<file path="config.mk">
export PLATFORM = sky130hd
export DESIGN_NAME = quoted_printable_decoder_unit
export DESIGN_NICKNAME = d
export VERILOG_FILES = /design/src/sv/qpd_pkg.sv /design/src/sv/qpd_core.sv /design/src/sv/qpd_outq.sv /design/src/sv/quoted_printable_decoder_unit.sv
export SDC_FILE = /design/constraint.sdc
export NUM_CORES = 1
export LEC_CHECK = 0
export ABC_AREA = 1
export BUFFER_PORTS_ARGS = -buffer_cell sky130_fd_sc_hd__buf_4
export CAP_MARGIN = 20
export CORE_MARGIN = 5
export CORE_UTILIZATION = 50
export DETAILED_ROUTE_END_ITERATION = 10
export MAX_ROUTING_LAYER = met4
export PLACE_DENSITY_LB_ADDON = 0.2
export REMOVE_ABC_BUFFERS = 1
export SLEW_MARGIN = 20
export SYNTH_ARGS = -nofsm -noshare
export SYNTH_HDL_FRONTEND = slang
export SYNTH_SLANG_ARGS = --single-unit
</file>
<file path="constraint.sdc">
create_clock -name clk -period 6.8 [get_ports clk]
set_input_delay 0.34 -clock clk [delete_from_list [all_inputs] [get_ports clk]]
set_output_delay 0.34 -clock clk [all_outputs]
set_load 0.005 [all_outputs]
</file>
<file path="src/sv/qpd_pkg.sv">
// Shared constants and types of the quoted-printable decoder.
package qpd_pkg;

    localparam logic [7:0] EQ_CHAR     = 8'h3D;
    localparam int         MAX_RESULTS = 3;

    typedef struct packed {
        logic [1:0]                  count;
        logic [MAX_RESULTS-1:0][7:0] bytes;
        logic [MAX_RESULTS-1:0]      lasts;
    } qpd_res_t;

    function automatic logic is_hex(input logic [7:0] c);
        return (c >= 8'h30 && c <= 8'h39) || (c >= 8'h41 && c <= 8'h46) ||
               (c >= 8'h61 && c <= 8'h66);
    endfunction

    function automatic logic [3:0] hex_val(input logic [7:0] c);
        logic [7:0] v;
        v = 8'h00;
        if (c >= 8'h30 && c <= 8'h39) begin
            v = c - 8'h30;
        end else if (c >= 8'h41 && c <= 8'h46) begin
            v = c - 8'h41 + 8'd10;
        end else if (c >= 8'h61 && c <= 8'h66) begin
            v = c - 8'h61 + 8'd10;
        end
        return v[3:0];
    endfunction

endpackage

</file>
<file path="src/sv/qpd_core.sv">
// Escape tracking state and per-byte decode into a list of result bytes.
module qpd_core
    import qpd_pkg::*;
(
    input  logic       clk,
    input  logic       rst_n,
    input  logic [7:0] in_byte,
    input  logic       in_last,
    input  logic       load,
    output qpd_res_t   res
);

    localparam logic [1:0] PEND_NONE  = 2'd0;
    localparam logic [1:0] PEND_EQ    = 2'd1;
    localparam logic [1:0] PEND_DIGIT = 2'd2;

    logic [1:0] pend_reg;
    logic [1:0] pend_next;
    logic [7:0] digit_reg;
    logic [7:0] digit_next;

    always_comb
    begin
        logic [1:0] n;
        logic       do_fresh;
        n          = 2'd0;
        do_fresh   = 1'b0;
        res        = '0;
        pend_next  = pend_reg;
        digit_next = digit_reg;
        unique case (pend_reg)
            PEND_EQ:
            begin
                if (is_hex(in_byte)) begin
                    if (in_last) begin
                        res.bytes[n] = EQ_CHAR;
                        res.lasts[n] = 1'b0;
                        n = n + 2'd1;
                        res.bytes[n] = in_byte;
                        res.lasts[n] = 1'b1;
                        n = n + 2'd1;
                        pend_next = PEND_NONE;
                    end else begin
                        digit_next = in_byte;
                        pend_next  = PEND_DIGIT;
                    end
                end else begin
                    res.bytes[n] = EQ_CHAR;
                    res.lasts[n] = 1'b0;
                    n = n + 2'd1;
                    do_fresh = 1'b1;
                end
            end
            PEND_DIGIT:
            begin
                if (is_hex(in_byte)) begin
                    res.bytes[n] = {hex_val(digit_reg), hex_val(in_byte)};
                    res.lasts[n] = in_last;
                    n = n + 2'd1;
                    pend_next = PEND_NONE;
                end else begin
                    res.bytes[n] = EQ_CHAR;
                    res.lasts[n] = 1'b0;
                    n = n + 2'd1;
                    res.bytes[n] = digit_reg;
                    res.lasts[n] = 1'b0;
                    n = n + 2'd1;
                    do_fresh = 1'b1;
                end
            end
            default:
            begin
                do_fresh = 1'b1;
            end
        endcase
        if (do_fresh) begin
            if (in_byte == EQ_CHAR && !in_last) begin
                pend_next = PEND_EQ;
            end else begin
                res.bytes[n] = in_byte;
                res.lasts[n] = in_last;
                n = n + 2'd1;
                pend_next = PEND_NONE;
            end
        end
        res.count = n;
    end

    always_ff @(posedge clk or negedge rst_n)
    begin
        if (!rst_n) begin
            pend_reg  <= PEND_NONE;
            digit_reg <= 8'h00;
        end else if (load) begin
            pend_reg  <= pend_next;
            digit_reg <= digit_next;
        end
    end

endmodule

</file>
<file path="src/sv/qpd_outq.sv">
// Three-entry result register that hands decoded bytes out one per cycle unless stalled.
module qpd_outq
    import qpd_pkg::*;
(
    input  logic       clk,
    input  logic       rst_n,
    input  logic       in_valid,
    output logic       load,
    output logic       load_ok,
    input  qpd_res_t   res,
    output logic       out_valid,
    input  logic       out_stall,
    output logic [7:0] out_byte,
    output logic       out_last
);

    logic [MAX_RESULTS-1:0][7:0] bytes_reg;
    logic [MAX_RESULTS-1:0][7:0] bytes_next;
    logic [MAX_RESULTS-1:0]      lasts_reg;
    logic [MAX_RESULTS-1:0]      lasts_next;
    logic [1:0]                  count_reg;
    logic [1:0]                  count_next;
    logic                        take;

    assign out_valid = (count_reg != 2'd0);
    assign take      = out_valid && !out_stall;
    assign load_ok   = (count_reg == 2'd0) || (count_reg == 2'd1 && take);
    assign load      = in_valid && load_ok;
    assign out_byte  = bytes_reg[0];
    assign out_last  = lasts_reg[0];

    always_comb
    begin
        bytes_next = bytes_reg;
        lasts_next = lasts_reg;
        count_next = count_reg;
        if (load) begin
            bytes_next = res.bytes;
            lasts_next = res.lasts;
            count_next = res.count;
        end else if (take) begin
            for (int i = 0; i < MAX_RESULTS - 1; i++) begin
                bytes_next[i] = bytes_reg[i+1];
                lasts_next[i] = lasts_reg[i+1];
            end
            bytes_next[MAX_RESULTS-1] = 8'h00;
            lasts_next[MAX_RESULTS-1] = 1'b0;
            count_next = count_reg - 2'd1;
        end
    end

    always_ff @(posedge clk)
    begin
        bytes_reg <= bytes_next;
        lasts_reg <= lasts_next;
    end

    always_ff @(posedge clk or negedge rst_n)
    begin
        if (!rst_n) begin
            count_reg <= 2'd0;
        end else begin
            count_reg <= count_next;
        end
    end

endmodule

</file>
<file path="src/sv/quoted_printable_decoder_unit.sv">
// Top level of the streaming quoted-printable decoder.
//
// Channel   Direction  Signals
// input     in         in_valid, in_stall, in_byte, in_last
// output    out        out_valid, out_stall, out_byte, out_last
//
// A byte is decoded in the cycle of its transfer and its results appear the next cycle.
// The result register drains one byte per cycle unless stalled, so throughput is one
// byte per cycle while each byte yields at most one result; a byte with two or three
// results holds off input. Reset clears the escape state and the result count. A
// stalled output holds input back once the result register is not draining.
module quoted_printable_decoder_unit
    import qpd_pkg::*;
(
    input  logic       clk,
    input  logic       rst_n,
    input  logic       in_valid,
    output logic       in_stall,
    input  logic [7:0] in_byte,
    input  logic       in_last,
    output logic       out_valid,
    input  logic       out_stall,
    output logic [7:0] out_byte,
    output logic       out_last
);

    qpd_res_t res;
    logic     load;
    logic     load_ok;

    assign in_stall = !load_ok;

    qpd_core u_core (
        .clk     (clk),
        .rst_n   (rst_n),
        .in_byte (in_byte),
        .in_last (in_last),
        .load    (load),
        .res     (res)
    );

    qpd_outq u_outq (
        .clk       (clk),
        .rst_n     (rst_n),
        .in_valid  (in_valid),
        .load      (load),
        .load_ok   (load_ok),
        .res       (res),
        .out_valid (out_valid),
        .out_stall (out_stall),
        .out_byte  (out_byte),
        .out_last  (out_last)
    );

endmodule

</file>
==> results.txt, run 1 <==
The flow ran to the end, and the final reports show no timing, DRC or antenna violations. The initial antenna violation count came to 0. The via density per instance came out at 5.35.

The final-report hold violation count is 0. The transition time at the pin with the least slew margin came out at 0.960 ns. IR analysis of the VDD net gives a maximum drop of 0.000213 V. Max-cap violations in this run came to 0. The clock latency on the worst-skew pair came out at 0.29 ns.

The worst stage delay on the critical path came out at 0.39 ns. Buffers inserted during clock tree synthesis total 5. The final-stage net count came out at 402. The die is 84.7 µm wide. The area used by sequential logic in the layout is 1110 µm². In the post-synthesis netlist, the biggest area contributors are edfxtp_1 29%, nand2_1 11%, dfrtp_1 11%. Yosys instantiated no cell more often than nand2_1. The top-area cell type share of the netlist area is 29.1%. The final cell utilization of the core came out at 55.5%.

Timing would allow up to 365 MHz. The arrival time of the worst setup path came out at 2.88 ns. The number of flip-flops in the largest register came out at 16. The switching fraction of total power is 29.9%. The internal portion of total power came out at 0.000608 W. The number of slew-limit violations in the final report came out at 0. After synthesis the netlist holds a flip-flop and latch count of 39. The leftover overflow at the end of global routing is 0. Once detail routing completed, the nets flagged for antenna violations numbered 0.

The number of optimization iterations in the first detailed-route pass is 4. The gate count of the mapped netlist is 366. After synthesis, the share of flip-flops with an asynchronous set or reset is 30.8%.

The area of the die came out at 7170 µm². The number of primary I/O pins came out at 24. For the final database, setup skew stands at 0.00673 ns. The congestion estimate from routability-driven global placement came to 0.956.

The post-synth design cell area is 2790 µm². The power density over the cells came out at 285 nW/µm². The largest net degree at the start of global routing is 39. In this design, the critical path's most frequently occurring cell is inv_1. In this run the worst path has a maximum fanout of 12. The number of buffers on the longest clock path is 2. Dividing the detail-routed wire length by the instance count gives 15.2 µm. Compared with the post-synthesis result, the final layout area differs by 8.98%. The worst hold path belongs to the class in -> reg.

The synthesized netlist devotes 6.06% of its cell area to compound gates. The first global-routing pass estimated 11.3 mm of wire. In this run, synthesis inferred 27 flip-flops with an integrated enable. The starting DRC count in detailed routing is 209. The largest individual stage delay along the critical path comes from the cell a41oi_1.

The routed design has 6.79 mm of wire. The floorplan core area came out at 5470 µm². The worst setup path is captured at a register. The post-cts resize count is 0. The H-tree generated during clock tree synthesis spans 2 levels. The synthesized design spends more area on one cell type than any other, namely edfxtp_1. The synthesized netlist devotes 6.28% of its cell area to adder and majority cells. STA puts the critical path data required time at 6.94 ns. The CTS tree is built. The half-perimeter wire length after detailed placement came out at 4.78 mm.

The share of synthesized area spent on multiplexers is 0%. Headroom to the max-slew limit came out at 35.6%. The number of distinct library cell variants in the gate-level netlist after synthesis is 30. Setup repair after global routing left no endpoint under its margin.

The share of power burned in the clock network is 24.9%. The fill cell instance count of the final layout came out at 528. The number of antenna diodes came out at 0. The cell sitting at the root of the clock tree is a clkbuf_8.

Combinational cells account for 29.9% of the total power. The static leakage is 1.47 nW. The multi-input combinational cells in the finished layout cover a total of 1340 µm². The share of power burned in registers is 45.3%. The synthesized netlist devotes 35.2% of its cell area to simple gates. Across all layers, the routed design uses 2396 vias.

The count of synthesis-stage warnings from yosys is 0. The type of the worst setup path is reg -> reg. The part of the cycle the worst path needs came out at 40.3%. The standard cell area after detailed placement is 2900 µm².

The signal on the critical path passes through inv_1, ha_1, inv_1, nand4_1, nand2_1, inv_1, ha_1, a41oi_1, nand2_1, a21oi_1. The post-route netlist has 12.2% of its cells at a drive strength greater than 1. The total global routing track utilization came out at 20.0%. The number of port buffers is 23. By count the netlist is led by 85 x nand2_1, 52 x nor2_1, 46 x inv_1, 34 x nand3_1, 27 x edfxtp_1. The worst setup path is launched from a register. The clock transition at the registers of the reported paths is 0.07 ns.

The via count of the first global-routing pass came to 2353. Sequential cells were found to cover 39.9% of the synthesized design area. The number of setup violations in the final report came out at 0.

The switching power summed over all nets is 0.000260 W. The height of the die came out at 84.7 µm. The main combinational cell family by area after synthesis is simple AND/OR/NAND/NOR gates. The cell row count came out at 27.

The accumulated negative setup slack is 0 ns. The xor-xnor portion of the synthesized cell area came out at 0.628%. The dominant synthesized flop cell is edfxtp_1. The starting utilization of the core area is 50.9%. After detailed routing, the number of remaining DRC violations is 0.

The average size of a mapped cell is 7.62 µm². The finished cells cover 3040 µm². Once the clock tree was built, the setup fixing pass inserted 0 buffers.

The clock net in this run drives a total of 39 sinks. The time the final worst path needs with I/O delays and setup is 2.74 ns.
[worst paths after layout]
path	to	from	cells after the start	slack, ns
setup reg to reg	u_outq.out_byte[5]	u_core.pend_reg[0]	10	4.06
min in group asynchronous	u_core.digit_reg[6]	rst_n	2	0.42
setup / recovery	u_outq.out_byte[5]	u_core.pend_reg[0]	10	4.06
hold reg to reg	u_outq.count_reg[1]	u_outq.count_reg[1]	2	0.53
hold / removal	u_core.digit_reg[5]	in_byte[5]	3	0.38
max in group asynchronous	u_core.pend_reg[1]	rst_n	2	6.23
[routing by layer]
| metal | part of all wire (%) | GRT usage (%) |
|---|---|---|
| met1 | 43 | 25.2 |
| met2 | 48 | 32.1 |
| met3 | 6.2 | 3.34 |
| met4 | 2.9 | 7.91 |
| met5 | 0 | - |
[metrics by stage]
stage,hold WS [ns],total power (W),cells,setup WS [ns]
2_1_floorplan,0.0444,0.000548,343,4.21
3_3_place_gp,0.184,0.000657,439,3.88
3_5_place_dp,0.185,0.000660,439,3.83
4_1_cts,0.383,0.000878,448,4.09
5_1_grt,0.385,0.000929,448,3.86
6_report,0.384,0.000867,448,4.06
[power by group through the flow]
stage | combinational, W | clock (W) | sequential [W]
finish | 0.000259 | 0.000216 | 0.000393
global route | 0.000298 | 0.000232 | 0.000399
CTS | 0.000265 | 0.000219 | 0.000393
floorplan | 0.000151 | 0 | 0.000396
global placement | 0.000260 | 0 | 0.000397
detailed placement | 0.000263 | 0 | 0.000398
[layout by cell type (no fill, tap or decap), drive strengths merged, types with 2 or more instances in the layout]
cell    instances
nand2          91
nor2           53
inv            46
nand3          39
edfxtp         27
buf            24
nand4          23
a21oi          16
ha             14
dfrtp          12
o21ai          12
clkbuf          7
nor3            2
xor2            2
[area by class of cell]
class | count | share of cell area, %
Multi-Input combinational cell | 257 | 44.2
Tap cell | 72 | 2.97
Timing Repair Buffer | 25 | 6.26
Clock inverter | 1 | 0.988
Sequential cell | 39 | 36.6
Inverter | 47 | 5.81
Clock buffer | 7 | 3.21
[cell families after synthesis]
kind of cell	after synthesis
AOI/OAI and AO/OA	32
xor gates and xnor gates	2
adders and majority gates	14
buffers and inverters	70
DFF	39
and+or+nand+nor	209
[worst max-delay path: cells and delay by family (launching register included)]
| kind | cells | cell delay, ns |
|---|---|---|
| AOI/OAI and AO/OA | 2 | 0.56 |
| adders and majority gates | 2 | 0.66 |
| buffers and inverters | 3 | 0.51 |
| DFF | 1 | 0.38 |
| and+or+nand+nor | 3 | 0.49 |
[what timing repair did]
| item | CTS | global route |
|---|---|---|
| hold buffers | 1 | 0 |
| endpoints found under the setup margin | 0 | 0 |
| endpoints found under the hold margin | 12 | 0 |
No activity file was read; power rests on OpenSTA's default activity.
==> run 2, diff against run 1 <==
==> constraint.sdc (replaced) <==
create_clock -name clk -period 2.8 [get_ports clk]
set_input_delay 0.14 -clock clk [delete_from_list [all_inputs] [get_ports clk]]
set_output_delay 0.14 -clock clk [all_outputs]
set_load 0.005 [all_outputs]
==> results.txt, run 2 (synthesized netlist as in run 1, its figures left out) <==
The remaining number of nets flagged by the antenna check after routing came out at 0 (unchanged). The initial antenna violation count is 0 (unchanged). The residual DRC count is 0 (unchanged). The share of post-route cells with drive strength above 1 came out at 13.8% (was 12.2%).

The largest net degree at the start of global routing came out at 24 (was 39). The number of flip-flops in the largest register is 16 (unchanged). The leftover overflow at the end of global routing is 0 (unchanged). The final cell utilization of the core is 56.3% (was 55.5%). The layout overhead on the synthesized area is 10.5% (was 8.98%). The clock latency on the worst-skew pair came out at 0.29 ns (about the same).

The launching point of the worst reg2reg path is u_core.pend_reg[1] (was u_core.pend_reg[0]). The post-place setup slack came out at 0.217 ns (was 3.83 ns). The total global routing track utilization is 20.9% (was 20.0%). The accumulated negative setup slack came out at 0 ns (unchanged). The type of the worst setup path is reg -> reg (unchanged). The height of the die was 84.7 µm (unchanged). The static leakage came out at 1.50 nW (was 1.47 nW). The final standard cell area without fillers is 3080 µm² (was 3040 µm²). The standard cell area after detailed placement is 2970 µm² (was 2900 µm²). The setup skew after layout was 0.0111 ns (was 0.00673 ns). The worst slew margin relative to its limit is 66.2% (was 35.6%).

The final-stage net count came to 409 (was 402). The depth of the CTS H-tree came to 2 (unchanged). The worst stage delay on the critical path was 0.39 ns (about the same).

Unrepaired setup endpoints after global routing: no (unchanged). Run status: finished, final reports clean (unchanged). The post-CTS setup repair buffer count came out at 0 (unchanged). The part of the cycle the worst path needs is 90.7% (was 40.3%).

The CTS tree is built (unchanged). The kind of start point of the critical path is a register (unchanged). The startpoint of the most critical hold path is in_byte[5] (unchanged). The detailed-route via count is 2490 (was 2396). The element type at the critical path end is a register (unchanged).

The via density per instance came to 5.47 (was 5.35). The clock transition at the registers of the reported paths is 0.08 ns (was 0.07 ns). The worst min-delay path class is in -> reg (unchanged).

The worst hold path depth was 3 (unchanged). The standard cell with the maximum stage delay on the critical path is dfrtp_1 (was a41oi_1). The number of setup violations in the final report is 0 (unchanged). The buffer and inverter count on the worst path was 3 (unchanged). The transition time at the pin with the least slew margin is 0.506 ns (was 0.960 ns). The wire length of the first global-routing pass came out at 11.5 mm (was 11.3 mm). The cell row count came to 27 (unchanged). The power density over the cells is 667 nW/µm² (was 285 nW/µm²). The arrival time of the worst setup path came out at 2.68 ns (was 2.88 ns). The total of max-cap violations came out at 0 (unchanged). The starting DRC count in detailed routing was 185 (was 209). The capturing point of the worst reg2reg path is u_outq.out_byte[3] (was u_outq.out_byte[5]). The time the final worst path needs with I/O delays and setup is 2.54 ns (was 2.74 ns). The maximum achievable frequency came out at 394 MHz (was 365 MHz). The launching instance or port of the critical path is u_core.pend_reg[1] (was u_core.pend_reg[0]). The maximum fanout encountered on the critical timing path is 9 (was 12). The via count of the first global-routing pass was 2346 (was 2353). The final worst slack is 0.259 ns (was 4.06 ns).

The number of optimization iterations in the first detailed-route pass was 5 (was 4). The worst IR drop on VDD is 0.000499 V (was 0.000213 V). The average wire length per cell after detail routing came out at 15.6 µm (was 15.2 µm). The floorplan core area is 5470 µm² (unchanged). The number of buffers inserted during clock tree synthesis came out at 5 (unchanged). The number of primary I/O pins came out at 24 (unchanged).

The most common cell after layout, fill and taps aside is nand2_1 (unchanged). The number of port buffers is 23 (unchanged). The worst-case register-to-register setup slack came to 0.26 ns (was 4.06 ns). The starting utilization of the core area is 50.9% (unchanged). The final-report hold violation count is 0 (unchanged).

The endpoint with the worst hold slack is u_core.digit_reg[5] (unchanged). The half-perimeter wire length after detailed placement is 5.19 mm (was 4.78 mm). The number of clock sinks seen by CTS came out at 39 (unchanged).

The total detailed-routing wirelength is 7.10 mm (was 6.79 mm). The critical path required time came out at 2.94 ns (was 6.94 ns). The number of antenna diodes is 0 (unchanged).

The x dimension of the die came out at 84.7 µm (unchanged). The buffer cell driving the clock tree root is clkbuf_8 (unchanged). The number of slew-limit violations in the final report is 0 (unchanged). The number of buffers on the longest clock path came out at 2 (unchanged). The area of the die came out at 7170 µm² (unchanged). Ordered list of cells on the worst path: inv_1, ha_1, nand2_1, inv_1, nand3_1, nand2_1, inv_1, ha_1, a41oi_1, nand2_1, a21oi_1 (was inv_1, ha_1, inv_1, nand4_1, nand2_1, inv_1, ha_1, a41oi_1, nand2_1, a21oi_1). The cell class contributing the biggest share of worst-path delay is adder cells (unchanged). The routability congestion estimate from global placement was 0.951 (was 0.956). Commonest cells after routing, fill and taps aside: 85 x nand2_1, 52 x nor2_1, 46 x inv_1 (was 85 x nand2_1, 52 x nor2_1, 45 x inv_1). The worst-case reg-to-reg path depth is 11 (was 10).
run 2: area by class of cell:
class	count	area, µm²
Clock buffer	7	97.6
Clock inverter	1	7.51
Fill cell	559	2390
Inverter	47	176
Multi-Input combinational cell	257	1340
Sequential cell	39	1110
Tap cell	72	90.1
Timing Repair Buffer	32	255
run 2: how the worst max path moves through the flow:
stage	end	depth (start not counted)
floorplan	u_outq.bytes_reg[10]	8
global placement	u_outq.out_byte[3]	14
detailed placement	u_outq.out_byte[3]	14
CTS	u_outq.out_byte[3]	11
finish	u_outq.out_byte[3]	11
global route	u_outq.out_byte[3]	11
run 2: what timing repair did:
item	CTS	global route
hold buffers	1	0
setup endpoints to repair	0	0
endpoints found under the hold margin	12	0
resized for setup	0	0
run 2: through the flow:
step | total power (W) | instances | hold slack [ns]
after detailed placement | 0.00165 | 446 | -0.0128
final | 0.00206 | 455 | 0.171
after floorplan | 0.00133 | 343 | -0.156
after CTS | 0.00208 | 455 | 0.163
after global routing | 0.00222 | 455 | 0.166
after global placement | 0.00164 | 446 | -0.0158
run 2: power breakdown:
| part | switching [W] | internal, W | leakage (nW) | total, W |
|---|---|---|---|---|
| clock | 0.000203 | 0.000230 | 0.0496 | 0.000433 |
| sequential | 0.0000562 | 0.000893 | 0.428 | 0.000949 |
| combinational | 0.000386 | 0.000288 | 1.02 | 0.000674 |
run 2: tightest hold or removal path, stage by stage:
cell	delay (ns)
buf_4	0.14
inv_1	0.06
o21ai_0	0.08
run 2: metal layers:
layer / share of wire [%] / GRT usage, % / up-vias
met2: 47 / 33.5 / 81
met1: 46 / 27.0 / 1170
met3: 5.1 / 3.43 / 14
li1: - / - / 1225
met5: 0 / - / -
met4: 2.0 / 7.05 / 0
==> run 3, diff against run 2 <==
--- a/config.mk
+++ b/config.mk
@@ -6,7 +6,7 @@
 export NUM_CORES = 1
 export LEC_CHECK = 0
 export ABC_AREA = 1
-export BUFFER_PORTS_ARGS = -buffer_cell sky130_fd_sc_hd__buf_4
+export BUFFER_PORTS_ARGS = -buffer_cell sky130_fd_sc_hd__buf_2
 export CAP_MARGIN = 20
 export CORE_MARGIN = 5
 export CORE_UTILIZATION = 50
@@ -18,3 +18,4 @@
 export SYNTH_ARGS = -nofsm -noshare
 export SYNTH_HDL_FRONTEND = slang
 export SYNTH_SLANG_ARGS = --single-unit
+export TNS_END_PERCENT = 5
==> results.txt, run 3 (synthesized netlist as in run 1, its figures left out) <==
Run status: finished, final reports clean (unchanged). The type of the worst setup path is reg -> reg (unchanged). The buffer cell driving the clock tree root is clkbuf_8 (unchanged). The time the final worst path needs with I/O delays and setup is 2.59 ns (was 2.54 ns).

The number of buffers inserted during clock tree synthesis was 5 (unchanged). The cell class contributing the biggest share of worst-path delay is adder cells (unchanged). The worst IR drop on VDD came out at 0.000337 V (was 0.000499 V). The accumulated negative setup slack was 0 ns (unchanged). The standard cell with the maximum stage delay on the critical path is dfrtp_1 (unchanged). The worst-case register-to-register setup slack came out at 0.21 ns (was 0.26 ns).

The number of flip-flops in the largest register is 16 (unchanged). Unrepaired setup endpoints after global routing: no (unchanged). The post-place setup slack came out at 0.160 ns (was 0.217 ns). The element type at the critical path end is a register (unchanged).

The number of primary I/O pins is 24 (unchanged). The number of optimization iterations in the first detailed-route pass is 5 (unchanged). The maximum fanout encountered on the critical timing path came out at 9 (unchanged). The transition time at the pin with the least slew margin is 0.518 ns (was 0.506 ns). The most common cell after layout, fill and taps aside is nand2_1 (unchanged). Ordered list of cells on the worst path: inv_1, ha_1, nand2_1, inv_1, nand3_1, nand2_1, inv_1, ha_1, a41oi_1, nand2_1, a21oi_1 (unchanged). The number of port buffers came out at 23 (unchanged). The total of max-cap violations came out at 0 (unchanged). The kind of start point of the critical path was a register (unchanged).

The via count of the first global-routing pass is 2398 (was 2346). The clock transition at the registers of the reported paths is 0.08 ns (about the same). The number of setup violations in the final report is 0 (unchanged). The number of buffers on the longest clock path is 2 (unchanged). The total detailed-routing wirelength came out at 7.05 mm (was 7.10 mm). The maximum achievable frequency is 386 MHz (was 394 MHz). The height of the die is 84.7 µm (unchanged). The final-stage net count was 410 (was 409). The initial antenna violation count came out at 0 (unchanged). The part of the cycle the worst path needs is 92.4% (was 90.7%). The critical path required time is 2.95 ns (was 2.94 ns). The half-perimeter wire length after detailed placement was 5.14 mm (was 5.19 mm).

Commonest cells after routing, fill and taps aside: 85 x nand2_1, 52 x nor2_1, 46 x inv_1 (unchanged). The power consumption is 0.00201 W (was 0.00206 W). The final worst slack is 0.212 ns (was 0.259 ns). The number of slew-limit violations in the final report is 0 (unchanged). The final-report hold violation count is 0 (unchanged).

The launching instance or port of the critical path was u_core.pend_reg[1] (unchanged). The largest net degree at the start of global routing was 24 (unchanged). The wire length of the first global-routing pass is 11.9 mm (was 11.5 mm). The number of clock sinks seen by CTS is 39 (unchanged). The worst min-delay path class is in -> reg (unchanged).

The CTS tree is built (unchanged). The clock latency on the worst-skew pair is 0.29 ns (about the same). The post-cts resize count is 0 (unchanged). The worst slew margin relative to its limit is 65.4% (was 66.2%). The layout overhead on the synthesized area came out at 8.71% (was 10.5%). The arrival time of the worst setup path came out at 2.73 ns (was 2.68 ns). The area of the die was 7170 µm² (unchanged).

The routability congestion estimate from global placement is 0.975 (was 0.951). The power density over the cells is 664 nW/µm² (was 667 nW/µm²). The detailed-route via count came out at 2486 (was 2490).

The starting utilization of the core area came out at 50.9% (unchanged). The share of post-route cells with drive strength above 1 is 14.1% (was 13.8%). The total global routing track utilization came out at 21.5% (was 20.9%).

The x dimension of the die is 84.7 µm (unchanged). The average wire length per cell after detail routing is 15.5 µm (was 15.6 µm). The launching point of the worst reg2reg path is u_core.pend_reg[1] (unchanged). The starting DRC count in detailed routing came out at 213 (was 185). The buffer and inverter count on the worst path is 3 (unchanged).

The depth of the CTS H-tree came out at 2 (unchanged). The number of antenna diodes is 0 (unchanged). The cell row count was 27 (unchanged). The remaining number of nets flagged by the antenna check after routing came to 0 (unchanged).

The static leakage is 1.48 nW (was 1.50 nW). The startpoint of the most critical hold path was in_byte[5] (unchanged). The via density per instance came out at 5.45 (was 5.47). The floorplan core area came out at 5470 µm² (unchanged). The worst stage delay on the critical path is 0.39 ns (about the same). The residual DRC count came out at 0 (unchanged).

The setup skew after layout is 0.00480 ns (was 0.0111 ns). The leftover overflow at the end of global routing is 0 (unchanged).
## run 3: cell count changes in the layout (fill, tap and decap cells not counted), sizes merged
cell	change
buf	+1
## run 3: report_power, final
group	internal, W	switching [W]	leakage [nW]
Clock	0.000230	0.000205	0.0496
Sequential	0.000892	0.0000533	0.428
Combinational	0.000247	0.000384	1.00
Total	0.00137	0.000642	1.48
## run 3: what timing repair did
action                    in CTS  in global routing
hold buffers                   1                  0
hold endpoints to repair      12                  0
setup buffers                  0                  0
## run 3: layer usage
metal	GRT usage (%)	wire length, µm	up-vias	share of wire, %
li1	-	-	1227	-
met1	27.1	3080	1146	44
met2	34.9	3310	97	47
met3	4.12	454	16	6.4
met4	6.62	206	0	2.9
met5	-	0	-	0
## run 3: worst reg2reg max path, cell delays in order, from the launching register on
cell and delay (ns):
dfrtp_1 0.39, inv_1 0.08, ha_1 0.22, nand2_1 0.11, inv_1 0.25, nand3_1 0.19
nand2_1 0.13, inv_1 0.07, ha_1 0.35, a41oi_1 0.39, nand2_1 0.11, a21oi_1 0.16
## run 3: metrics by stage
step / hold slack [ns] / util, % / std cells / area [µm²]
after floorplan: -0.156 / - / 343 / 2630
after global placement: 0.0309 / 53.3 / 447 / 2920
after detailed placement: 0.0375 / 53.3 / 447 / 2920
after CTS: 0.181 / 55.4 / 456 / 3030
after global routing: 0.218 / 55.4 / 456 / 3030
final: 0.193 / 55.4 / 456 / 3030
## run 3: worst paths after layout
| path | to | cells after the start |
|---|---|---|
| worst min register to register | u_outq.lasts_reg[0] | 2 |
| worst max register to register | u_outq.out_byte[5] | 11 |
| worst max-delay path | u_outq.out_byte[5] | 11 |
| min in group asynchronous | u_core.digit_reg[2] | 2 |
| worst min-delay path | u_core.digit_reg[5] | 3 |
| max in group asynchronous | u_core.pend_reg[1] | 2 |
## run 3: final cells by class
| class | instances | area [µm²] |
|---|---|---|
| Clock buffer | 7 | 97.6 |
| Clock inverter | 1 | 7.51 |
| Fill cell | 561 | 2440 |
| Inverter | 47 | 176 |
| Multi-Input combinational cell | 257 | 1340 |
| Sequential cell | 39 | 1110 |
| Tap cell | 72 | 90.1 |
| Timing Repair Buffer | 33 | 205 |
